`src/hdl/rfss_pkg.sv`:
```
`timescale 1ns / 1ps

package rfss_pkg;

    // Field widths
    localparam int FREQ_W     = 48;
    localparam int STEP_W     = 27;
    localparam int QSTEP_W    = 25;
    localparam int DWELL_W    = 10;
    localparam int PTR_W      = 4;
    localparam int SLOT_W     = 3;
    localparam int CMD_W      = 2;
    localparam int MHZ_W      = 16;
    localparam int CFG_IDX_W  = 3;
    localparam int CFG_DATA_W = 27;

    // Defaults for top level parameters
    localparam int MAX_RANGES_DEF  = 10;
    localparam int HZ_PER_UNIT_DEF = 1000000;

    // Rotating buffer depth
    localparam int BUFFER_SLOTS = 2;

    // Commands
    localparam logic [CMD_W-1:0] CMD_BLOCK   = 2'd0;
    localparam logic [CMD_W-1:0] CMD_WRITE   = 2'd1;
    localparam logic [CMD_W-1:0] CMD_RESTART = 2'd2;

    // Configuration register indexes
    localparam logic [CFG_IDX_W-1:0] CFG_STEP_HZ     = 3'd0;
    localparam logic [CFG_IDX_W-1:0] CFG_DWELL_COUNT = 3'd1;
    localparam logic [CFG_IDX_W-1:0] CFG_RANGE_COUNT = 3'd2;
    localparam logic [CFG_IDX_W-1:0] CFG_INTERLEAVED = 3'd3;
    localparam logic [CFG_IDX_W-1:0] CFG_TUNE_OFFSET = 3'd4;

    // Configuration reset values
    localparam logic [STEP_W-1:0]  STEP_RST   = 27'd20000000;
    localparam logic [QSTEP_W-1:0] QSTEP_RST  = 25'd5000000;
    localparam logic [STEP_W-1:0]  TQSTEP_RST = 27'd15000000;
    localparam logic [DWELL_W-1:0] DWELL_RST  = 10'd1;
    localparam logic [PTR_W-1:0]   RCOUNT_RST = 4'd1;

    typedef struct packed {
        logic [CMD_W-1:0] cmd;
        logic [3:0]       entry_index;
        logic [MHZ_W-1:0] range_start_mhz;
        logic [MHZ_W-1:0] range_end_mhz;
    } t_in;

    typedef struct packed {
        logic [SLOT_W-1:0] buffer_slot;
        logic [FREQ_W-1:0] header_freq_hz;
        logic              retune;
        logic [FREQ_W-1:0] tune_freq_hz;
    } t_out;

    // Command after scaling the range edges to hertz
    typedef struct packed {
        logic [CMD_W-1:0]  cmd;
        logic [3:0]        idx;
        logic [FREQ_W-1:0] start_hz;
        logic [FREQ_W-1:0] end_hz;
    } t_item;

    typedef struct packed {
        logic [FREQ_W-1:0] start_hz;
        logic [FREQ_W-1:0] end_hz;
    } t_range;

    typedef struct packed {
        logic [STEP_W-1:0]  step;
        logic [QSTEP_W-1:0] q_step;
        logic [STEP_W-1:0]  tq_step;
        logic [DWELL_W-1:0] dwell;
        logic [PTR_W-1:0]   rcount;
        logic               interleaved;
    } t_cfg;

    // Result before the tune offset is applied
    typedef struct packed {
        logic [SLOT_W-1:0] slot;
        logic [FREQ_W-1:0] header;
        logic              retune;
        logic [FREQ_W-1:0] new_freq;
    } t_res;

endpackage

```
`src/hdl/rfss_range_mem.sv`:
```
`timescale 1ns / 1ps

module rfss_range_mem
    import rfss_pkg::*;
#(
    parameter int MAX_RANGES = MAX_RANGES_DEF
) (
    input  logic                        i_clk,
    input  logic                        i_we,
    input  logic [PTR_W-1:0]            i_waddr,
    input  t_range                      i_wdata,
    input  logic [PTR_W-1:0]            i_raddr_end,
    input  logic [PTR_W-1:0]            i_raddr_start,
    output logic [FREQ_W-1:0]           o_end_hz,
    output logic [FREQ_W-1:0]           o_start_hz
);

    localparam int AW = (MAX_RANGES > 1) ? $clog2(MAX_RANGES) : 1;

    t_range            r_mem [MAX_RANGES];
    logic [FREQ_W-1:0] r_end_hz;
    logic [FREQ_W-1:0] r_start_hz;

    logic w_end_ok;
    logic w_start_ok;

    // Entries beyond the table read as zero
    assign w_end_ok   = {1'b0, i_raddr_end} < (PTR_W + 1)'(MAX_RANGES);
    assign w_start_ok = {1'b0, i_raddr_start} < (PTR_W + 1)'(MAX_RANGES);

    always_ff @(posedge i_clk) begin
        if (i_we) begin
            r_mem[i_waddr[AW-1:0]] <= i_wdata;
        end
    end

    // Registered reads with write-through on a same-cycle write
    always_ff @(posedge i_clk) begin
        if (!w_end_ok) begin
            r_end_hz <= '0;
        end else if (i_we && i_waddr == i_raddr_end) begin
            r_end_hz <= i_wdata.end_hz;
        end else begin
            r_end_hz <= r_mem[i_raddr_end[AW-1:0]].end_hz;
        end

        if (!w_start_ok) begin
            r_start_hz <= '0;
        end else if (i_we && i_waddr == i_raddr_start) begin
            r_start_hz <= i_wdata.start_hz;
        end else begin
            r_start_hz <= r_mem[i_raddr_start[AW-1:0]].start_hz;
        end
    end

    assign o_end_hz   = r_end_hz;
    assign o_start_hz = r_start_hz;

endmodule

```
`src/hdl/rfss_step_core.sv`:
```
`timescale 1ns / 1ps

module rfss_step_core
    import rfss_pkg::*;
#(
    parameter int MAX_RANGES = MAX_RANGES_DEF
) (
    input  logic i_clk,
    input  logic i_rst_n,
    input  logic i_adv,
    input  t_item i_item,
    input  t_cfg  i_cfg,
    input  logic  i_ld,
    output logic  o_res_valid,
    output t_res  o_res
);

    function automatic logic [PTR_W-1:0] next_of(input logic [PTR_W-1:0] ptr,
                                                 input logic [PTR_W-1:0] count);
        logic [PTR_W-1:0] nxt;
        nxt = ptr + 1'b1;
        return (nxt >= count) ? '0 : nxt;
    endfunction

    logic [FREQ_W-1:0]  r_freq, n_freq;
    logic [PTR_W-1:0]   r_ptr, n_ptr;
    logic               r_odd, n_odd;
    logic [DWELL_W-1:0] r_blk, n_blk;
    logic [SLOT_W-1:0]  r_slot, n_slot;
    logic [FREQ_W-1:0]  r_start0;
    logic               r_res_valid;
    t_res               r_res;

    logic               w_we;
    logic [PTR_W-1:0]   w_raddr_start;
    logic [FREQ_W-1:0]  w_end_hz;
    logic [FREQ_W-1:0]  w_start_next;
    logic [PTR_W-1:0]   w_nxt1, w_nxt2, w_nx0;
    logic [FREQ_W-1:0]  w_probe;
    logic               w_at_edge;
    logic [DWELL_W-1:0] w_blk1;
    logic               w_hit;
    logic [SLOT_W-1:0]  w_slot1;
    logic               w_idx_ok;
    t_res               w_res;
    t_range             w_wdata;

    rfss_range_mem #(
        .MAX_RANGES (MAX_RANGES)
    ) u_mem (
        .i_clk         (i_clk),
        .i_we          (w_we),
        .i_waddr       (i_item.idx),
        .i_wdata       (w_wdata),
        .i_raddr_end   (n_ptr),
        .i_raddr_start (w_raddr_start),
        .o_end_hz      (w_end_hz),
        .o_start_hz    (w_start_next)
    );

    assign w_wdata.start_hz = i_item.start_hz;
    assign w_wdata.end_hz   = i_item.end_hz;

    assign w_idx_ok  = {1'b0, i_item.idx} < (PTR_W + 1)'(MAX_RANGES);
    assign w_nxt1    = next_of(r_ptr, i_cfg.rcount);
    assign w_nxt2    = next_of(w_nxt1, i_cfg.rcount);
    assign w_nx0     = next_of('0, i_cfg.rcount);
    assign w_probe   = r_freq + FREQ_W'(i_cfg.step);
    assign w_at_edge = w_probe >= w_end_hz;
    assign w_blk1    = r_blk + 1'b1;
    assign w_hit     = w_blk1 == i_cfg.dwell;
    assign w_slot1   = r_slot + 1'b1;

    always_comb begin
        n_freq = r_freq;
        n_ptr  = r_ptr;
        n_odd  = r_odd;
        n_blk  = r_blk;
        n_slot = r_slot;
        w_we   = 1'b0;
        if (i_adv) begin
            case (i_item.cmd)
                CMD_WRITE: begin
                    w_we = w_idx_ok;
                end
                CMD_RESTART: begin
                    n_ptr  = '0;
                    n_freq = r_start0;
                    n_odd  = 1'b1;
                    n_blk  = '0;
                    n_slot = '0;
                end
                CMD_BLOCK: begin
                    n_slot = ({1'b0, w_slot1} >= (SLOT_W + 1)'(BUFFER_SLOTS)) ? '0 : w_slot1;
                    n_blk  = w_hit ? '0 : w_blk1;
                    if (w_hit) begin
                        if (i_cfg.interleaved) begin
                            if (!r_odd && w_at_edge) begin
                                n_ptr  = w_nxt1;
                                n_freq = w_start_next;
                            end else if (r_odd) begin
                                n_freq = r_freq + FREQ_W'(i_cfg.q_step);
                            end else begin
                                n_freq = r_freq + FREQ_W'(i_cfg.tq_step);
                            end
                            n_odd = ~r_odd;
                        end else if (w_at_edge) begin
                            n_ptr  = w_nxt1;
                            n_freq = w_start_next;
                        end else begin
                            n_freq = w_probe;
                        end
                    end
                end
                default: begin
                end
            endcase
        end
    end

    // Read the start edge of the range after the one that becomes current
    always_comb begin
        if (n_ptr == r_ptr) begin
            w_raddr_start = w_nxt1;
        end else if (n_ptr == w_nxt1) begin
            w_raddr_start = w_nxt2;
        end else begin
            w_raddr_start = w_nx0;
        end
    end

    always_comb begin
        w_res.slot     = r_slot;
        w_res.header   = r_freq;
        w_res.retune   = w_hit;
        w_res.new_freq = n_freq;
    end

    always_ff @(posedge i_clk) begin
        if (!i_rst_n) begin
            r_freq <= '0;
            r_ptr  <= '0;
            r_odd  <= 1'b1;
            r_blk  <= '0;
            r_slot <= '0;
        end else begin
            r_freq <= n_freq;
            r_ptr  <= n_ptr;
            r_odd  <= n_odd;
            r_blk  <= n_blk;
            r_slot <= n_slot;
        end
    end

    always_ff @(posedge i_clk) begin
        if (w_we && i_item.idx == '0) begin
            r_start0 <= i_item.start_hz;
        end
    end

    always_ff @(posedge i_clk) begin
        if (!i_rst_n) begin
            r_res_valid <= 1'b0;
        end else if (i_ld) begin
            r_res_valid <= i_adv && i_item.cmd == CMD_BLOCK;
        end
    end

    always_ff @(posedge i_clk) begin
        if (i_ld) begin
            r_res <= w_res;
        end
    end

    assign o_res_valid = r_res_valid;
    assign o_res       = r_res;

`ifndef SYNTHESIS
    a_restart: assert property (@(posedge i_clk) disable iff (!i_rst_n)
        (i_adv && i_item.cmd == CMD_RESTART)
        |=> (r_freq == r_start0 && r_blk == '0 && r_odd && r_ptr == '0))
        else $error("restart did not reload sweep state");

    a_dwell_end: assert property (@(posedge i_clk) disable iff (!i_rst_n)
        (i_adv && i_item.cmd == CMD_BLOCK && w_hit) |=> (r_blk == '0))
        else $error("block counter not cleared at end of dwell");

    a_slot_range: assert property (@(posedge i_clk) disable iff (!i_rst_n)
        ({1'b0, r_slot} < (SLOT_W + 1)'(BUFFER_SLOTS)))
        else $error("buffer slot out of range");
`endif

endmodule

```
`src/hdl/rf_frequency_sweep_sequencer.sv`:
```
`timescale 1ns / 1ps

// Channel   Direction  Handshake             Payload
// input     in         i_valid / o_stall     i_in  (t_in: cmd, entry, range edges)
// result    out        o_valid / i_stall     o_out (t_out: slot, header, retune, tune)
// config    in         i_cfg_we              i_cfg_idx, i_cfg_data
//
// One transfer per cycle while the result channel is not stalled; a block command reaches o_out
// through the stages behind the input register (edge scaling, sweep step, offset add).
// The sweep step loop (48-bit add and compare against the current range end) sets the rate.
// Synchronous active-low reset clears pipeline valids, sweep state and configuration;
// the range table has no reset and no clearing pass.
// Stalls collapse bubbles: input transfers continue while a result waits, until full.

module rf_frequency_sweep_sequencer
    import rfss_pkg::*;
#(
    parameter int MAX_RANGES  = MAX_RANGES_DEF,
    parameter int HZ_PER_UNIT = HZ_PER_UNIT_DEF
) (
    input  logic                  i_clk,
    input  logic                  i_rst_n,
    input  logic                  i_valid,
    output logic                  o_stall,
    input  t_in                   i_in,
    output logic                  o_valid,
    input  logic                  i_stall,
    output t_out                  o_out,
    input  logic                  i_cfg_we,
    input  logic [CFG_IDX_W-1:0]  i_cfg_idx,
    input  logic [CFG_DATA_W-1:0] i_cfg_data
);

    localparam int HZ_W   = $clog2(HZ_PER_UNIT + 1);
    localparam int PROD_W = MHZ_W + HZ_W;

    // Configuration
    t_cfg              r_cfg;
    logic [STEP_W-1:0] r_offset;

    // Pipeline registers
    logic  r_v1, r_v2, r_v4;
    t_in   r_s1;
    t_item r_s2;
    t_out  r_s4;

    logic              w_ld1, w_ld2, w_ld3, w_ld4, w_adv2;
    logic              w_res_valid;
    t_res              w_res;
    logic [PROD_W-1:0] w_start_prod, w_end_prod;

    // Advance a stage when the next one is empty or moving; non-block commands
    // finish in the step stage and never need the result register.
    assign w_ld4  = !r_v4 || !i_stall;
    assign w_ld3  = !w_res_valid || w_ld4;
    assign w_adv2 = r_v2 && (r_s2.cmd != CMD_BLOCK || w_ld3);
    assign w_ld2  = !r_v2 || w_adv2;
    assign w_ld1  = !r_v1 || w_ld2;

    assign o_stall = !w_ld1;
    assign o_valid = r_v4;
    assign o_out   = r_s4;

    // Configuration writes; precompute the quarter and three-quarter steps
    always_ff @(posedge i_clk) begin
        if (!i_rst_n) begin
            r_cfg.step        <= STEP_RST;
            r_cfg.q_step      <= QSTEP_RST;
            r_cfg.tq_step     <= TQSTEP_RST;
            r_cfg.dwell       <= DWELL_RST;
            r_cfg.rcount      <= RCOUNT_RST;
            r_cfg.interleaved <= 1'b0;
            r_offset          <= '0;
        end else if (i_cfg_we) begin
            case (i_cfg_idx)
                CFG_STEP_HZ: begin
                    r_cfg.step    <= i_cfg_data[STEP_W-1:0];
                    r_cfg.q_step  <= i_cfg_data[STEP_W-1:2];
                    r_cfg.tq_step <= STEP_W'(((STEP_W + 2)'(i_cfg_data)
                                     + ((STEP_W + 2)'(i_cfg_data) << 1)) >> 2);
                end
                CFG_DWELL_COUNT: r_cfg.dwell       <= i_cfg_data[DWELL_W-1:0];
                CFG_RANGE_COUNT: r_cfg.rcount      <= i_cfg_data[PTR_W-1:0];
                CFG_INTERLEAVED: r_cfg.interleaved <= i_cfg_data[0];
                CFG_TUNE_OFFSET: r_offset          <= i_cfg_data[STEP_W-1:0];
                default: begin
                end
            endcase
        end
    end

    // Input register
    always_ff @(posedge i_clk) begin
        if (!i_rst_n) begin
            r_v1 <= 1'b0;
        end else if (w_ld1) begin
            r_v1 <= i_valid;
        end
    end

    always_ff @(posedge i_clk) begin
        if (w_ld1) begin
            r_s1 <= i_in;
        end
    end

    // Scale the range edges to hertz
    assign w_start_prod = PROD_W'(r_s1.range_start_mhz) * PROD_W'(HZ_PER_UNIT);
    assign w_end_prod   = PROD_W'(r_s1.range_end_mhz) * PROD_W'(HZ_PER_UNIT);

    always_ff @(posedge i_clk) begin
        if (!i_rst_n) begin
            r_v2 <= 1'b0;
        end else if (w_ld2) begin
            r_v2 <= r_v1;
        end
    end

    always_ff @(posedge i_clk) begin
        if (w_ld2) begin
            r_s2.cmd      <= r_s1.cmd;
            r_s2.idx      <= r_s1.entry_index;
            r_s2.start_hz <= FREQ_W'(w_start_prod);
            r_s2.end_hz   <= FREQ_W'(w_end_prod);
        end
    end

    // Sweep step and result register
    rfss_step_core #(
        .MAX_RANGES (MAX_RANGES)
    ) u_core (
        .i_clk       (i_clk),
        .i_rst_n     (i_rst_n),
        .i_adv       (w_adv2),
        .i_item      (r_s2),
        .i_cfg       (r_cfg),
        .i_ld        (w_ld3),
        .o_res_valid (w_res_valid),
        .o_res       (w_res)
    );

    // Output register: add the tune offset on retune
    always_ff @(posedge i_clk) begin
        if (!i_rst_n) begin
            r_v4 <= 1'b0;
        end else if (w_ld4) begin
            r_v4 <= w_res_valid;
        end
    end

    always_ff @(posedge i_clk) begin
        if (w_ld4) begin
            r_s4.buffer_slot    <= w_res.slot;
            r_s4.header_freq_hz <= w_res.header;
            r_s4.retune         <= w_res.retune;
            r_s4.tune_freq_hz   <= w_res.retune ? (w_res.new_freq + FREQ_W'(r_offset))
                                                : '0;
        end
    end

`ifndef SYNTHESIS
    a_tune_zero: assert property (@(posedge i_clk) disable iff (!i_rst_n)
        (o_valid && !o_out.retune) |-> (o_out.tune_freq_hz == '0))
        else $error("tune frequency set without retune");

    a_no_drop: assert property (@(posedge i_clk) disable iff (!i_rst_n)
        (w_res_valid && !w_ld3) |=> w_res_valid)
        else $error("result lost while output stalled");

    a_out_hold: assert property (@(posedge i_clk) disable iff (!i_rst_n)
        (o_valid && i_stall) |=> (o_valid && $stable(o_out)))
        else $error("stalled result changed");
`endif

endmodule
```
`config.mk`:
```
export PLATFORM = sky130hd
export DESIGN_NAME = rf_frequency_sweep_sequencer
export DESIGN_NICKNAME = d
export VERILOG_FILES = /design/src/hdl/rfss_pkg.sv /design/src/hdl/rfss_range_mem.sv /design/src/hdl/rfss_step_core.sv /design/src/hdl/rf_frequency_sweep_sequencer.sv
export SDC_FILE = /design/constraint.sdc
export NUM_CORES = 2
export LEC_CHECK = 0
export BUFFER_PORTS_ARGS = -buffer_cell sky130_fd_sc_hd__buf_2
export CAP_MARGIN = 20
export CORE_ASPECT_RATIO = 1.2
export CORE_MARGIN = 4
export CORE_UTILIZATION = 65
export CTS_BUF_LIST = sky130_fd_sc_hd__clkbuf_8
export DETAILED_ROUTE_END_ITERATION = 10
export PLACE_DENSITY = 0.85
export SYNTH_ARGS = -nofsm -noshare
export SYNTH_HDL_FRONTEND = slang
export SYNTH_SLANG_ARGS = --single-unit
export TNS_END_PERCENT = 30
```
`constraint.sdc`:
```
create_clock -name i_clk -period 9.7 [get_ports i_clk]
set_input_delay 1.455 -clock i_clk [delete_from_list [all_inputs] [get_ports i_clk]]
set_output_delay 1.455 -clock i_clk [all_outputs]
set_load 0.05 [all_outputs]
```
==> results.cfg <==
[status]
status = completed

[synthesis]
avgSynthCellArea_sq_um = 12.0
syn-cell-area_sq_um = 56300
synth_warnings = 0
synth_simple_gate_area_share_pct = 10.7
synth_adder_area_share_pct = 12.1
synth_xor_area_share_pct = 2.94
synth_seq_cells = 1130
synth.area.mux_share_pct = 4.14
synth_edf_count = 904
synth_top_area_share_pct = 48.2
synthTopCellsByArea = edfxtp_1 (48%), dfxtp_1 (8.0%), ha_1 (8.0%)
ys_seq_area_share_pct = 56.2
yosys.cell_types.count = 91
synth_compound_area_share_pct = 10.9
synth.largest_area_cell = edfxtp_1
synth-main-ff-cell = edfxtp_1
synth_top_family_by_area = adder cells
synthCells = 4675
async_reset_ff_share_pct = 0
synth_nets = 5223

[critical_path]
slowest_delay_ns = 0.96
crit_type = flip-flop to flip-flop
crit_end = u_core.u_mem.o_start_hz[27]
critical_path.startpoint = u_core.r_freq[0]
critPathLaunchType = flip-flop
reg2regPathDepth = 28
crit_arrival_ns = 8.98
slowest_stage = nor2b_2
r2r-start = u_core.r_freq[0]
cp_max_fo = 14
reg2reg_to = u_core.u_mem.o_start_hz[27]
required_ns = 10.43
rrSetupSlack_ns = 1.44
endpoint_kind = flip-flop

[min_path]
hold_class = flip-flop to flip-flop
min_from = u_core.o_res[58]

[timing]
skew_ns = 0.0474
tns_ns = 0
drv_slew = 0
holdWs_ns = 0.408
hold_viol = 0
finalSetupViolations = 0
fin_crit_sh_pct = 85.1
setup_ws_ns = 1.44
rsz0062_at_grt = false
maxSlewHeadroom_pct = 23.3
period_needed_ns = 8.26
worst_pin_slew_ns = 1.15
fmax_ghz = 0.121

[route]
routed_wirelength_um = 145000
vias_per_cell = 6.30
drc_errors = 0
first_pass_iters = 8
wl_per_cell_um = 23.6
dr.first_iter.drc_count = 4068
ant_nets = 0
vias = 38863

[clock_network]
clock-sinks = 1130
root_buffer = clkbuf_8
cts_setup_buffers = 0
htree_levels = 4
clk_pin_slew_ns = 0.06
cts_buffer_depth = 3
tritoncts = done
hold_buffers = 0
ctsResizeCount = 0
numCtsBuffers = 167
clk_latency_ns = 0.88

[global_route]
antenna_found_initial = 1
grt_pass1_vias = 39073
grt_usage_pct = 31.6
overflow = 0
grt_pass1_wl_um = 223000
grt_max_degree = 151

[place]
dpl.hpwl_um = 97400
dp_slack_ns = 1.57
port_buffers = 174
gp_congestion = 1.01
postPlaceCellArea_sq_um = 58400

[floorplan]
initial_utilization_pct = 65.4
core_sq_um = 86100
std_cell_rows = 118
ios = 175
fp.dieArea_sq_um = 91400
die_w_um = 277
die_y_um = 330

[pwr]
ir_drop_mv = 0.197
power.density_nw_per_um2 = 209
leakage_uw = 0.0247

[final_layout]
final_util_pct = 71.9
fillers = 5560
finalNetCount = 5435
drive_above_1_share_pct = 11.5
syn_to_final_growth_pct = 9.89
fin_area_sq_um = 61900

[job]
maxCapViolCount = 0
[layout make-up]
cell class | count | area (sq um) | area share [%]
inverters | 237 | 890 | 1.44
clock inverters | 123 | 817 | 1.32
repair buffers | 234 | 1360 | 2.19
flip-flops and latches | 1130 | 31700 | 51.2
diodes | 1 | 2.50 | 0.00404
well taps | 1140 | 1430 | 2.30
clock buffers | 190 | 2620 | 4.23
multi-input cells | 3117 | 23100 | 37.3
[placed cells by master (no fill, tap or decap), types with 32 or more instances in the layout]
cell / n
a21o_1: 52
a21oi_1: 243
a221oi_1: 32
a22o_1: 33
and2_1: 67
and3_1: 32
buf_2: 174
buf_4: 55
clkbuf_8: 190
dfxtp_1: 226
edfxtp_1: 904
fa_1: 114
ha_1: 361
inv_1: 293
mux2i_1: 195
nand2_1: 529
nand3_1: 123
nor2_1: 305
nor2b_1: 33
nor3_1: 93
o2111ai_1: 36
o21ai_0: 153
xnor2_1: 134
xor2_1: 53
[per-stage QoR]
step	std cells	total power, uW
floorplan	4675	8260
global placement	5856	8930
detailed placement	5856	9050
CTS	6169	13000
global route	6172	13600
finish	6172	12900
[metal layers]
layer,vias to the layer above,GRT usage (%),routed length [um]
li1,17641,-,-
met1,18760,39.0,54300
met2,2037,54.3,71200
met3,425,5.57,12400
met4,0,15.4,7450
met5,-,0,0
[sequential cells by signal, summed over array words and instances (netlist names), 3 cells and up]
register	count
u_core.u_mem.o_start_hz	30
r_s1	38
u_core.r_start0	29
r_cfg	69
u_core.o_res	100
u_core.u_mem.r_mem	571
u_core.r_ptr	4
r_s2	66
r_offset	27
u_core.u_mem.o_end_hz	30
u_core.r_slot	3
u_core.r_freq	48
o_out	100
u_core.r_blk	10
[worst max-delay path: cells and delay by family, from the launching register on]
| kind | cells | cell delay [ns] |
|---|---|---|
| fa+ha+maj | 3 | 0.74 |
| simple gates | 13 | 3.34 |
| compound gates | 9 | 3.19 |
| buf+inv | 2 | 0.42 |
| xor+xnor | 1 | 0.09 |
| flops | 1 | 0.34 |
[cells in the mapped netlist, types with 28 or more instances]
master	count
and2_1	67
a32oi_1	31
edfxtp_1	904
nand2_1	532
ha_1	361
a221oi_1	32
nor3_1	97
clkbuf_1	132
a21oi_1	245
a22o_1	33
o21ai_0	153
and3_1	32
xnor2_1	134
inv_1	235
nor2_1	315
nor2b_1	37
a211oi_1	30
mux2i_1	196
a221o_1	31
a21o_1	52
nand3_1	124
fa_1	114
mux2_2	32
dfxtp_1	226
nand4_1	28
xor2_1	53
o2111ai_1	36
[where the power goes]
group	internal (uW)	total (uW)	leakage (uW)	switching, uW
Combinational	1200	2830	0.0119	1620
Sequential	5830	6210	0.0108	378
Clock	1980	3910	0.00198	1930
Total	9010	12900	0.0247	3930
[kinds of logic after synthesis]
family                     count (synthesis)
buffers and inverters                    428
AOI/OAI and AO/OA                        896
and+or+nand+nor                         1329
muxes                                    229
adders and majority gates                475
DFF                                     1130
xor gates and xnor gates                 188
[how the worst min path moves through the flow]
stage | to | slack [ns] | cells after the start
final | o_out[58] | 0.41 | 0
after global routing | o_out[58] | 0.42 | 0
after CTS | o_out[58] | 0.40 | 0
after detailed placement | r_s2[99] | 0.41 | 0
after global placement | r_s2[99] | 0.40 | 0
after floorplan | o_out[49] | 0.40 | 0
No activity file was read; power rests on OpenSTA's default activity.
